`src/design/rtc_pkg.sv`:
```
// ----------------------------------------------------------------------------
// rtc_pkg
// Shared constants and the restoring division step of the converter.
// ----------------------------------------------------------------------------
package rtc_pkg;

   // default number of fraction bits of the cmyk outputs
   localparam int FracBitsDefault = 16;

   // pixel channel and output field widths
   localparam int ChanWidth = 8;
   localparam int OutWidth  = 17;

   // largest channel value, divisor of the key lane
   localparam logic [ChanWidth-1:0] ChanMax = 8'd255;

   // divider lanes: cyan, magenta, yellow, key
   localparam int NumLanes  = 4;
   localparam int CyanLane  = 0;
   localparam int MagLane   = 1;
   localparam int YellLane  = 2;
   localparam int KeyLane   = 3;

   typedef logic [ChanWidth-1:0]               chan_type;
   typedef logic [NumLanes-1:0][ChanWidth-1:0] lane_rem_type;

   // one restoring division step: doubles the remainder, returns {bit, remainder}
   function automatic logic [ChanWidth:0] div_step(chan_type rem, chan_type den);
      logic [ChanWidth:0] trial;
      logic [ChanWidth:0] den_ext;
      logic [ChanWidth:0] diff;
      trial   = {rem, 1'b0};
      den_ext = {1'b0, den};
      diff    = trial - den_ext;
      if (trial >= den_ext) begin
         div_step = {1'b1, diff[ChanWidth-1:0]};
      end else begin
         div_step = {1'b0, trial[ChanWidth-1:0]};
      end
   endfunction

endpackage

```
`src/design/rtc_front.sv`:
```
// ----------------------------------------------------------------------------
// rtc_front
// Entry stage: finds the largest channel, forms the four dividends and the
// divisor, resolves the integer quotient bit and registers the result.
// ----------------------------------------------------------------------------
module rtc_front
   import rtc_pkg::*;
#(
   parameter int QUO_WIDTH = FracBitsDefault + 2
) (
   input  logic                               clock,
   input  logic                               reset,
   input  logic                               up_valid,
   output logic                               up_stall,
   input  chan_type                           up_red,
   input  chan_type                           up_green,
   input  chan_type                           up_blue,
   output logic                               dn_valid,
   input  logic                               dn_stall,
   output chan_type                           dn_den,
   output lane_rem_type                       dn_rem,
   output logic [NumLanes-1:0][QUO_WIDTH-1:0] dn_quo
);

   logic                               valid_ff, valid_in;
   chan_type                           den_ff, den_in;
   lane_rem_type                       rem_ff, rem_in;
   logic [NumLanes-1:0][QUO_WIDTH-1:0] quo_ff, quo_in;
   chan_type                           max_rg, max_all;
   chan_type [NumLanes-1:0]            num;
   chan_type [NumLanes-1:0]            lane_den;
   logic                               load;

   // stage handshake
   assign up_stall = valid_ff & dn_stall;
   assign load     = up_valid & ~up_stall;
   assign valid_in = up_stall ? valid_ff : up_valid;

   // largest channel and dividends; a black pixel divides 0 by 1
   always_comb begin
      max_rg   = (up_red > up_green) ? up_red : up_green;
      max_all  = (max_rg > up_blue) ? max_rg : up_blue;
      den_in   = (max_all == '0) ? chan_type'(1) : max_all;
      num[CyanLane]      = max_all - up_red;
      num[MagLane]       = max_all - up_green;
      num[YellLane]      = max_all - up_blue;
      num[KeyLane]       = ChanMax - max_all;
      lane_den[CyanLane] = den_in;
      lane_den[MagLane]  = den_in;
      lane_den[YellLane] = den_in;
      lane_den[KeyLane]  = ChanMax;
      // dividend never exceeds divisor, so the integer bit is an equality
      for (int i = 0; i < NumLanes; i++) begin
         quo_in[i] = QUO_WIDTH'(num[i] == lane_den[i]);
         rem_in[i] = (num[i] == lane_den[i]) ? '0 : num[i];
      end
   end

   // stage registers
   always_ff @(posedge clock) begin
      if (reset) begin
         valid_ff <= 1'b0;
      end else begin
         valid_ff <= valid_in;
      end
   end

   always_ff @(posedge clock) begin
      if (load) begin
         den_ff <= den_in;
         rem_ff <= rem_in;
         quo_ff <= quo_in;
      end
   end

   assign dn_valid = valid_ff;
   assign dn_den   = den_ff;
   assign dn_rem   = rem_ff;
   assign dn_quo   = quo_ff;

endmodule

```
`src/design/rtc_div_cell.sv`:
```
// ----------------------------------------------------------------------------
// rtc_div_cell
// One cell of the divider chain: adds one fraction bit to each of the four
// quotients and passes remainders and divisor to the next cell.
// ----------------------------------------------------------------------------
module rtc_div_cell
   import rtc_pkg::*;
#(
   parameter int QUO_WIDTH = FracBitsDefault + 2
) (
   input  logic                               clock,
   input  logic                               reset,
   input  logic                               up_valid,
   output logic                               up_stall,
   input  chan_type                           up_den,
   input  lane_rem_type                       up_rem,
   input  logic [NumLanes-1:0][QUO_WIDTH-1:0] up_quo,
   output logic                               dn_valid,
   input  logic                               dn_stall,
   output chan_type                           dn_den,
   output lane_rem_type                       dn_rem,
   output logic [NumLanes-1:0][QUO_WIDTH-1:0] dn_quo
);

   logic                               valid_ff, valid_in;
   chan_type                           den_ff;
   lane_rem_type                       rem_ff, rem_in;
   logic [NumLanes-1:0][QUO_WIDTH-1:0] quo_ff, quo_in;
   logic [NumLanes-1:0][ChanWidth:0]   step;
   logic                               load;

   // stage handshake
   assign up_stall = valid_ff & dn_stall;
   assign load     = up_valid & ~up_stall;
   assign valid_in = up_stall ? valid_ff : up_valid;

   // one division step per lane, the key lane divides by the channel maximum
   always_comb begin
      for (int i = 0; i < NumLanes; i++) begin
         step[i]   = div_step(up_rem[i], (i == KeyLane) ? ChanMax : up_den);
         rem_in[i] = step[i][ChanWidth-1:0];
         quo_in[i] = {up_quo[i][QUO_WIDTH-2:0], step[i][ChanWidth]};
      end
   end

   // cell registers
   always_ff @(posedge clock) begin
      if (reset) begin
         valid_ff <= 1'b0;
      end else begin
         valid_ff <= valid_in;
      end
   end

   always_ff @(posedge clock) begin
      if (load) begin
         den_ff <= up_den;
         rem_ff <= rem_in;
         quo_ff <= quo_in;
      end
   end

   assign dn_valid = valid_ff;
   assign dn_den   = den_ff;
   assign dn_rem   = rem_ff;
   assign dn_quo   = quo_ff;

endmodule

```
`src/design/rtc_round_out.sv`:
```
// ----------------------------------------------------------------------------
// rtc_round_out
// Output stage: rounds the quotients carrying one extra bit to nearest and
// holds the cmyk transaction for the receiver.
// ----------------------------------------------------------------------------
module rtc_round_out
   import rtc_pkg::*;
#(
   parameter int QUO_WIDTH = FracBitsDefault + 2
) (
   input  logic                               clock,
   input  logic                               reset,
   input  logic                               up_valid,
   output logic                               up_stall,
   input  logic [NumLanes-1:0][QUO_WIDTH-1:0] up_quo,
   output logic                               dn_valid,
   input  logic                               dn_stall,
   output logic [NumLanes-1:0][OutWidth-1:0]  dn_frac
);

   logic                               valid_ff, valid_in;
   logic [NumLanes-1:0][OutWidth-1:0]  frac_ff, frac_in;
   logic [NumLanes-1:0][QUO_WIDTH:0]   sum;
   logic                               load;

   // stage handshake
   assign up_stall = valid_ff & dn_stall;
   assign load     = up_valid & ~up_stall;
   assign valid_in = up_stall ? valid_ff : up_valid;

   // add half and drop the extra bit, keep the low output bits
   always_comb begin
      for (int i = 0; i < NumLanes; i++) begin
         sum[i]     = (QUO_WIDTH+1)'(up_quo[i]) + (QUO_WIDTH+1)'(1);
         frac_in[i] = OutWidth'(sum[i][QUO_WIDTH:1]);
      end
   end

   // output registers
   always_ff @(posedge clock) begin
      if (reset) begin
         valid_ff <= 1'b0;
      end else begin
         valid_ff <= valid_in;
      end
   end

   always_ff @(posedge clock) begin
      if (load) begin
         frac_ff <= frac_in;
      end
   end

   assign dn_valid = valid_ff;
   assign dn_frac  = frac_ff;

endmodule

```
`src/design/rgb_to_cmyk_converter_unit.sv`:
```
// ----------------------------------------------------------------------------
// rgb_to_cmyk_converter_unit
// Pixel converter from 8-bit rgb to cmyk fixed-point fractions.
// ----------------------------------------------------------------------------
// The req channel carries one rgb pixel per transaction; the rsp channel
// returns cyan, magenta, yellow and black_key, each an unsigned fraction
// with FRAC_BITS fraction bits where 2^FRAC_BITS means 1.0, rounded to
// nearest. A black pixel gives zero cyan, magenta and yellow and full key.
// Both channels use valid and stall; a transaction moves on a clock edge
// with valid high and stall low.
// The pipeline holds one entry stage, a chain of FRAC_BITS + 1 divider
// cells that each resolve one quotient bit for all four fractions, and one
// rounding output stage.
// Throughput is one pixel per cycle while rsp_stall is low; every stage
// then passes its transaction on, so the chain length sets latency only.
// When rsp_stall is high the output stage holds its transaction and the
// stall backs up only through stages that are occupied, so empty stages
// keep filling; req_stall rises once the whole chain is full.
// Synchronous reset empties all stages; no transaction survives it.
// ----------------------------------------------------------------------------
module rgb_to_cmyk_converter_unit
   import rtc_pkg::*;
#(
   parameter int FRAC_BITS = FracBitsDefault
) (
   input  logic                 clock,
   input  logic                 reset,
   input  logic                 req_valid,
   output logic                 req_stall,
   input  logic [ChanWidth-1:0] req_red,
   input  logic [ChanWidth-1:0] req_green,
   input  logic [ChanWidth-1:0] req_blue,
   output logic                 rsp_valid,
   input  logic                 rsp_stall,
   output logic [OutWidth-1:0]  rsp_cyan,
   output logic [OutWidth-1:0]  rsp_magenta,
   output logic [OutWidth-1:0]  rsp_yellow,
   output logic [OutWidth-1:0]  rsp_black_key
);

   localparam int NumCells = FRAC_BITS + 1;
   localparam int QuoWidth = FRAC_BITS + 2;

   // links between stages: index 0 is the entry stage, NumCells the last cell
   logic                              link_valid [NumCells+1];
   logic                              link_stall [NumCells+1];
   chan_type                          link_den   [NumCells+1];
   lane_rem_type                      link_rem   [NumCells+1];
   logic [NumLanes-1:0][QuoWidth-1:0] link_quo   [NumCells+1];
   logic [NumLanes-1:0][OutWidth-1:0] frac;

   // entry stage
   rtc_front #(
      .QUO_WIDTH (QuoWidth)
   ) u_front (
      .clock    (clock),
      .reset    (reset),
      .up_valid (req_valid),
      .up_stall (req_stall),
      .up_red   (req_red),
      .up_green (req_green),
      .up_blue  (req_blue),
      .dn_valid (link_valid[0]),
      .dn_stall (link_stall[0]),
      .dn_den   (link_den[0]),
      .dn_rem   (link_rem[0]),
      .dn_quo   (link_quo[0])
   );

   // divider chain, one fraction bit per cell
   for (genvar c = 0; c < NumCells; c++) begin : g_cell
      rtc_div_cell #(
         .QUO_WIDTH (QuoWidth)
      ) u_cell (
         .clock    (clock),
         .reset    (reset),
         .up_valid (link_valid[c]),
         .up_stall (link_stall[c]),
         .up_den   (link_den[c]),
         .up_rem   (link_rem[c]),
         .up_quo   (link_quo[c]),
         .dn_valid (link_valid[c+1]),
         .dn_stall (link_stall[c+1]),
         .dn_den   (link_den[c+1]),
         .dn_rem   (link_rem[c+1]),
         .dn_quo   (link_quo[c+1])
      );
   end

   // rounding and output register
   rtc_round_out #(
      .QUO_WIDTH (QuoWidth)
   ) u_round_out (
      .clock    (clock),
      .reset    (reset),
      .up_valid (link_valid[NumCells]),
      .up_stall (link_stall[NumCells]),
      .up_quo   (link_quo[NumCells]),
      .dn_valid (rsp_valid),
      .dn_stall (rsp_stall),
      .dn_frac  (frac)
   );

   // the last cell's remainders and divisor are spent
   logic unused_tail;
   assign unused_tail = ^{link_den[NumCells], link_rem[NumCells]};

   assign rsp_cyan      = frac[CyanLane];
   assign rsp_magenta   = frac[MagLane];
   assign rsp_yellow    = frac[YellLane];
   assign rsp_black_key = frac[KeyLane];

endmodule

```
`config.mk`:
```
export PLATFORM = sky130hd
export DESIGN_NAME = rgb_to_cmyk_converter_unit
export DESIGN_NICKNAME = d
export VERILOG_FILES = /design/src/design/rtc_pkg.sv /design/src/design/rtc_front.sv /design/src/design/rtc_div_cell.sv /design/src/design/rtc_round_out.sv /design/src/design/rgb_to_cmyk_converter_unit.sv
export SDC_FILE = /design/constraint.sdc
export NUM_CORES = 2
export LEC_CHECK = 0
export BUFFER_PORTS_ARGS = -buffer_cell sky130_fd_sc_hd__buf_2
export CAP_MARGIN = 20
export CELL_PAD_IN_SITES_DETAIL_PLACEMENT = 1
export CELL_PAD_IN_SITES_GLOBAL_PLACEMENT = 1
export CORE_AREA = 3 3 385 387
export CTS_BUF_LIST = sky130_fd_sc_hd__clkbuf_4
export CTS_CLUSTER_SIZE = 40
export DETAILED_ROUTE_END_ITERATION = 6
export DIE_AREA = 0 0 388 390
export HOLD_SLACK_MARGIN = 0.15
export PLACE_DENSITY = 0.74
export REMOVE_ABC_BUFFERS = 1
export SLEW_MARGIN = 20
export SYNTH_ARGS = -nofsm -noshare
export SYNTH_HDL_FRONTEND = slang
export SYNTH_SLANG_ARGS = --single-unit
```
`constraint.sdc`:
```
create_clock -name clock -period 12.3 [get_ports clock]
set_input_delay 0 -clock clock [delete_from_list [all_inputs] [get_ports clock]]
set_output_delay 0 -clock clock [all_outputs]
set_load 0.01 [all_outputs]
```
[After elaboration in Yosys (flattened, before gate mapping)]
Index checks and enable logic that the tools add are counted.
Storage, ports and cells
  logic and storage cells: 523
  bits of input ports: 28
  register bits after elaboration: 1451
Operators by class
  add/sub/neg operators: 76
  reduce and logical (&&, ||, !) cells: 1
  equality and inequality tests: 4
  order comparisons: 70
  bitwise logic cells: 57
  mux-type cells: 71
Operator list (number)
  $mux W9: 68
  $ge A9 B8 Y1: 51
  $sub A8 B8 Y8: 54
  $ge A9 B8 Y1 const B: 17
  $sub A8 B8 Y8 const B: 17
  $add A18 B1 Y18 const B: 4
  $and A1 B1 Y1: 38
  $eq A8 B8 Y1: 3
  $mux W8: 3
  $not A1 Y1: 19
  $gt A8 B8 Y1: 2
  $eq A8 B8 Y1 const B: 1
  $logic_not A8 Y1: 1
  $sub A8 B8 Y8 const A: 1

[Depth between registers and ports, before layout]
  depth in word-level cells: 21
  mapped depth: 27
  depth with buffers taken out: 24

[Modules after synthesis]
Synthesis repeated with hierarchy kept, for this count alone.
Second synthesis, totals
  cells, all modules: 5618
  area total of the unflattened synthesis: 88632.5 µm²
By module, submodules not included
  rtc_div_cell: sequential area each 3383.2 µm², instances 17, area an instance 4772.1 µm², cells an instance 291
  rtc_front: sequential area each 1341.3 µm², instances 1, area an instance 4205.3 µm², cells an instance 428
  rtc_round_out: sequential area each 2062.0 µm², instances 1, area an instance 3301.9 µm², cells an instance 243

[Worst setup path after synthesis]
No wires, ideal clock.
  kind: register to register
  start: register u_round_out.valid_ff, in the netlist u_round_out.dn_valid
  end: register g_cell[14].u_cell.den_ff[0] (enable)
  setup time: 705 ps
  required time: 11595 ps
  setup slack: 3947 ps
  data arrival time: 7648 ps
  cell stages (with the launch flop): 4
  cell sequence: dfxtp_1 > nand3_1 > nor2_1 > a21boi_0
Between the ends
  word-level cells in the longest chain between the ends: 6
RTL lines
  start, declared: RTL line rtc_round_out.sv:21  | logic valid_ff, valid_in;
  start signal, assigned: RTL line rtc_round_out.sv:44  | valid_ff <= valid_in;
  $and A1 B1 Y1: RTL line rtc_round_out.sv:27  | assign up_stall = valid_ff & dn_stall;
  $and A1 B1 Y1 (3 in a row): RTL line rtc_div_cell.sv:33  | assign up_stall = valid_ff & dn_stall;
  $not A1 Y1: RTL line rtc_div_cell.sv:34  | assign load = up_valid & ~up_stall;
  $and A1 B1 Y1: RTL line rtc_div_cell.sv:34
  via g_cell[14].u_cell.load: RTL line rtc_div_cell.sv:30  | logic load;
  end signal, assigned: RTL line rtc_div_cell.sv:57  | den_ff <= up_den;
  end, declared: RTL line rtc_div_cell.sv:26  | chan_type den_ff;
The timed path passes the listed nets, and every way through them passes these cells.
A chain may end at the register's enable or synchronous reset.

[Worst setup path in the final report]
  start: input port req_green[7]
  end: register u_front.rem_ff (netlist bit u_front.dn_rem[17]) (data pin)
Between the ends
  word-level cells in the longest chain between the ends: 7
RTL lines
  start, declared: RTL line rgb_to_cmyk_converter_unit.sv:31  | input logic [ChanWidth-1:0] req_green,
  $gt A8 B8 Y1: RTL line rtc_front.sv:41  | max_rg = (up_red > up_green) ? up_red : up_green;
  $mux W8 (*): RTL line rtc_front.sv:41
  $gt A8 B8 Y1: RTL line rtc_front.sv:42  | max_all = (max_rg > up_blue) ? max_rg : up_blue;
  $mux W8 (*): RTL line rtc_front.sv:42
  branches (longest 3 deep; another with $sub A8 B8 Y8)
  end signal, assigned: RTL line rtc_front.sv:71  | rem_ff <= rem_in;
  end, declared: RTL line rtc_front.sv:27  | lane_rem_type rem_ff, rem_in;
Mark *: on every way between the ends.

==> results by group <==
Floorplanning
  • Die H: around 390 um
  • Core area: 145,200 um^2
  • Die ar.: ~150,000 um^2
  • Starting Density: roughly 45%
  • I/O pin count: 98
  • Site Rows: 140
  • Die W: 388 um

GRT
  • Vias in the first global route: 41,560
  • GRT Total Usage: 18.82%
  • Initial antenna violation count: 2
  • GRT Residual Overflow: 0
  • First-pass GRT wire length: about 220,000 um
  • Largest net degree at the start of global routing: 78

Cells and area
  • Nets@finish: 5,659
  • Layout cell share with drive strength beyond 1: 17.67%
  • Final Core Density: 50.78%
  • Area grow syn2layout: 13.45%
  • Sequential cell area: 42,540 um^2
  • Multi-input gate area: 21,050 um^2
  • # fillers: 14,700

Pwr
  • Clock network power share: 37.6%
  • Peak supply drop: 0.08915 mV
  • Pwr dens: approximately 140 nW/um^2
  • Psw: about 2.5 mW
  • Gate power share: 9.9%
  • Pint: about 7.9 mW
  • Share of power burned in registers: 52.6%
  • Leakage: 27.37 nW
  • Switch share: 24.24%

Routing
  • Wire per inst: roughly 19 um
  • 1st-pass router iterations: 5
  • Vias: 37,710
  • Antenna viol nets, final: 0
  • WL final: 142,300 um
  • Initial drt markers: ~1,800
  • Drt drc: 0
  • Vias per cell: 5.150

Clock tree
  • Total clock sinks: roughly 1,400
  • Clock latency on the worst-skew pair: around 1300 ps
  • Cts bufs inserted: 373
  • CTS resizes: 0
  • Clock root buffer: clkbuf_4
  • CTS H-tree depth: 5
  • CTS tree: built
  • Clock transition at path regs: 60 ps
  • Max Root-Sink Buffers: 4

Worst setup path
  • Crit path DAT: roughly 11,000 ps
  • WP data required: 13,300 ps
  • Max stage delay on crit path: ~890 ps
  • CP endpoint kind: flop
  • Crit-path most repeated cell: dlygate4sd3_1
  • Worst setup SP type: input pin
  • CP delay by family, top: buffers and inverters
  • Max FO, Critical Path: 15
  • FF-to-FF setup slack: 8220 ps
  • Worst Path Buf+Inv: 12
  • Slowest CP cell: dlygate4sd3_1
  • CP Class: in2reg

Yosys
  • Post-synth EDFFs: 1,404
  • Synth unique cells: 50
  • Commonest cells in the netlist: 1,404 x edfxtp_1, 497 x nor2_1, 446 x ha_1, 407 x inv_1, 256 x o21ai_0
  • Sequential area share after synthesis: 65.45%
  • Synthesized instance count: roughly 4,500
  • Post-synthesis instance area: about 65,000 um^2
  • Cell taking the most area after synthesis: edfxtp_1
  • Async SR Flop Fraction: 0%
  • Synth Flop Type: edfxtp_1
  • Top-count cell post-synth: edfxtp_1
  • Synth Register Bits: 1,423
  • Ranking of synthesized cells by area: edfxtp_1 65%, ha_1 8.6%, mux2_2 4.2%
  • Syn Area/Cell: 14.33 um^2
  • Warnings, synthesis: 0
  • Yosys top cell area share: between 60% and 70%

STA
  • TNS Setup: 0 ps
  • Skew final: 135.5 ps
  • RSZ-0062 raised after global routing: no
  • Slew HR: roughly 28%
  • Fmax: a little under 0.1 GHz
  • Fin. Hold Viols: 0
  • Final period utilization: roughly 82%
  • Period minus WS final: 10,110 ps
  • Final setup fails: 0
  • Final Max Tran Viols: 0
  • Slew @ Worst Pin: between 1000 and 1500 ps
  • Hold slack: ~320 ps

Job
  • MaxCap Viol Count: 0

Hold path
  • Worst min path class: in2reg

Placed design
  • Port Buf Inserts: just under 100
  • HPWL after detailed placement: between 90,000 and 100,000 um
  • Gpl congestion: 0.8408

Status
  • Run status: completed
## final cells by class
cell class / instances / area share, %
Sequential cell: 1423 / 57.69
Antenna cell: 8 / 0.02715
Timing Repair Buffer: 231 / 2.403
Multi-Input combinational cell: 2698 / 28.54
Inverter: 407 / 2.072
Clock inverter: 101 / 0.5362
Tap cell: 1917 / 3.253
Clock buffer: 538 / 5.477
## through the flow
step	cell area [um^2]	instances	power [mW]	setup WS, ps
finish	73740	7323	10.40	2190
global route	73740	7322	10.95	1918
CTS	73720	7315	10.54	2651
detailed placement	68160	6564	6.501	5343
global placement	68160	6564	6.466	5513
floorplan	64940	4528	6.246	3947
## cells by family (layout without fill, tap and decap cells)
logic type | Yosys count | in the layout | share of synthesized area (%)
other | 0 | 8 | 0
XOR/XNOR | 242 | 242 | 3.284
adder cells (fa/ha/maj) | 497 | 497 | 10.16
multiplexers | 290 | 290 | 4.938
buffers and inverters | 416 | 1277 | 2.437
AO/OA/AOI/OAI | 656 | 656 | 6.487
flip-flops | 1423 | 1423 | 65.45
AND/OR/NAND/NOR | 1013 | 1013 | 7.246
## worst register-to-register path, stage by stage (launching register included)
cell,delay (ps)
edfxtp_1,560
inv_1,210
ha_1,340
nor2b_1,140
o21ai_0,270
a21boi_0,170
o21ai_0,310
a21boi_0,230
o21ai_0,320
a21boi_0,220
nor2_1,590
mux2_2,420
## flip-flops by register name (all words and copies together) (netlist names)
name,flops
u_round_out.dn_valid,1
u_round_out.dn_frac,68
g_cell.u_cell.dn_quo,680
g_cell.u_cell.dn_rem,484
u_front.dn_rem,32
u_front.dn_den,8
u_front.dn_quo,4
g_cell.u_cell.dn_valid,17
u_front.dn_valid,1
g_cell.u_cell.dn_den,128
## power by group through the flow
stage	sequential, mW	clock, mW	combinational (mW)
after global routing	5.47	4.33	1.15
after detailed placement	5.57	0	0.927
after global placement	5.57	0	0.894
final	5.47	3.91	1.03
after floorplan	5.54	0	0.706
after CTS	5.47	4.05	1.02
## layout by cell type (no fill, tap or decap), types with 18 or more instances in the layout
cell type / synthesis / layout
a21boi_0: 157 / 152
ha_1: 446 / 446
dfxtp_1: 19 / 19
dlygate4sd3_1: 0 / 112
nand2_1: 136 / 136
mux2i_1: 48 / 48
a311oi_1: 49 / 49
fa_1: 51 / 51
mux2_2: 241 / 241
edfxtp_1: 1404 / 1404
clkbuf_4: 0 / 538
xor2_1: 70 / 70
o21a_1: 18 / 18
o21ai_0: 256 / 256
nand3_1: 86 / 86
clkinv_1: 0 / 84
nand4_1: 70 / 70
nor2_1: 497 / 497
buf_2: 3 / 97
xnor2_1: 170 / 170
a21oi_1: 89 / 87
nor2b_1: 122 / 114
inv_1: 407 / 407
nand2b_1: 55 / 55
a21o_1: 58 / 58
buf_4: 1 / 22
## worst paths after layout
kind                                               endpoint                         from  cells after the start
worst max-delay path                     u_front.dn_rem[17]                 req_green[7]                     32
worst min-delay path                     u_front.dn_rem[24]                   req_red[0]                      6
worst min register to register  g_cell[6].u_cell.dn_quo[25]  g_cell[5].u_cell.dn_quo[24]                      0
worst max register to register  g_cell[3].u_cell.dn_rem[13]   g_cell[2].u_cell.dn_den[1]                     11
## routing by layer
metal / track usage [%] / routed length, um
met5: 0 / 0
met4: 6.405 / 3545
met3: 3.813 / 5693
met2: 33.69 / 73330
met1: 22.62 / 59780
## what timing repair did
item | in CTS | in global routing
hold buffers | 112 | 0
buffers inserted | 0 | 0
hold endpoints to repair | 422 | 0
Note: power is estimated with default switching activity, not from simulation.
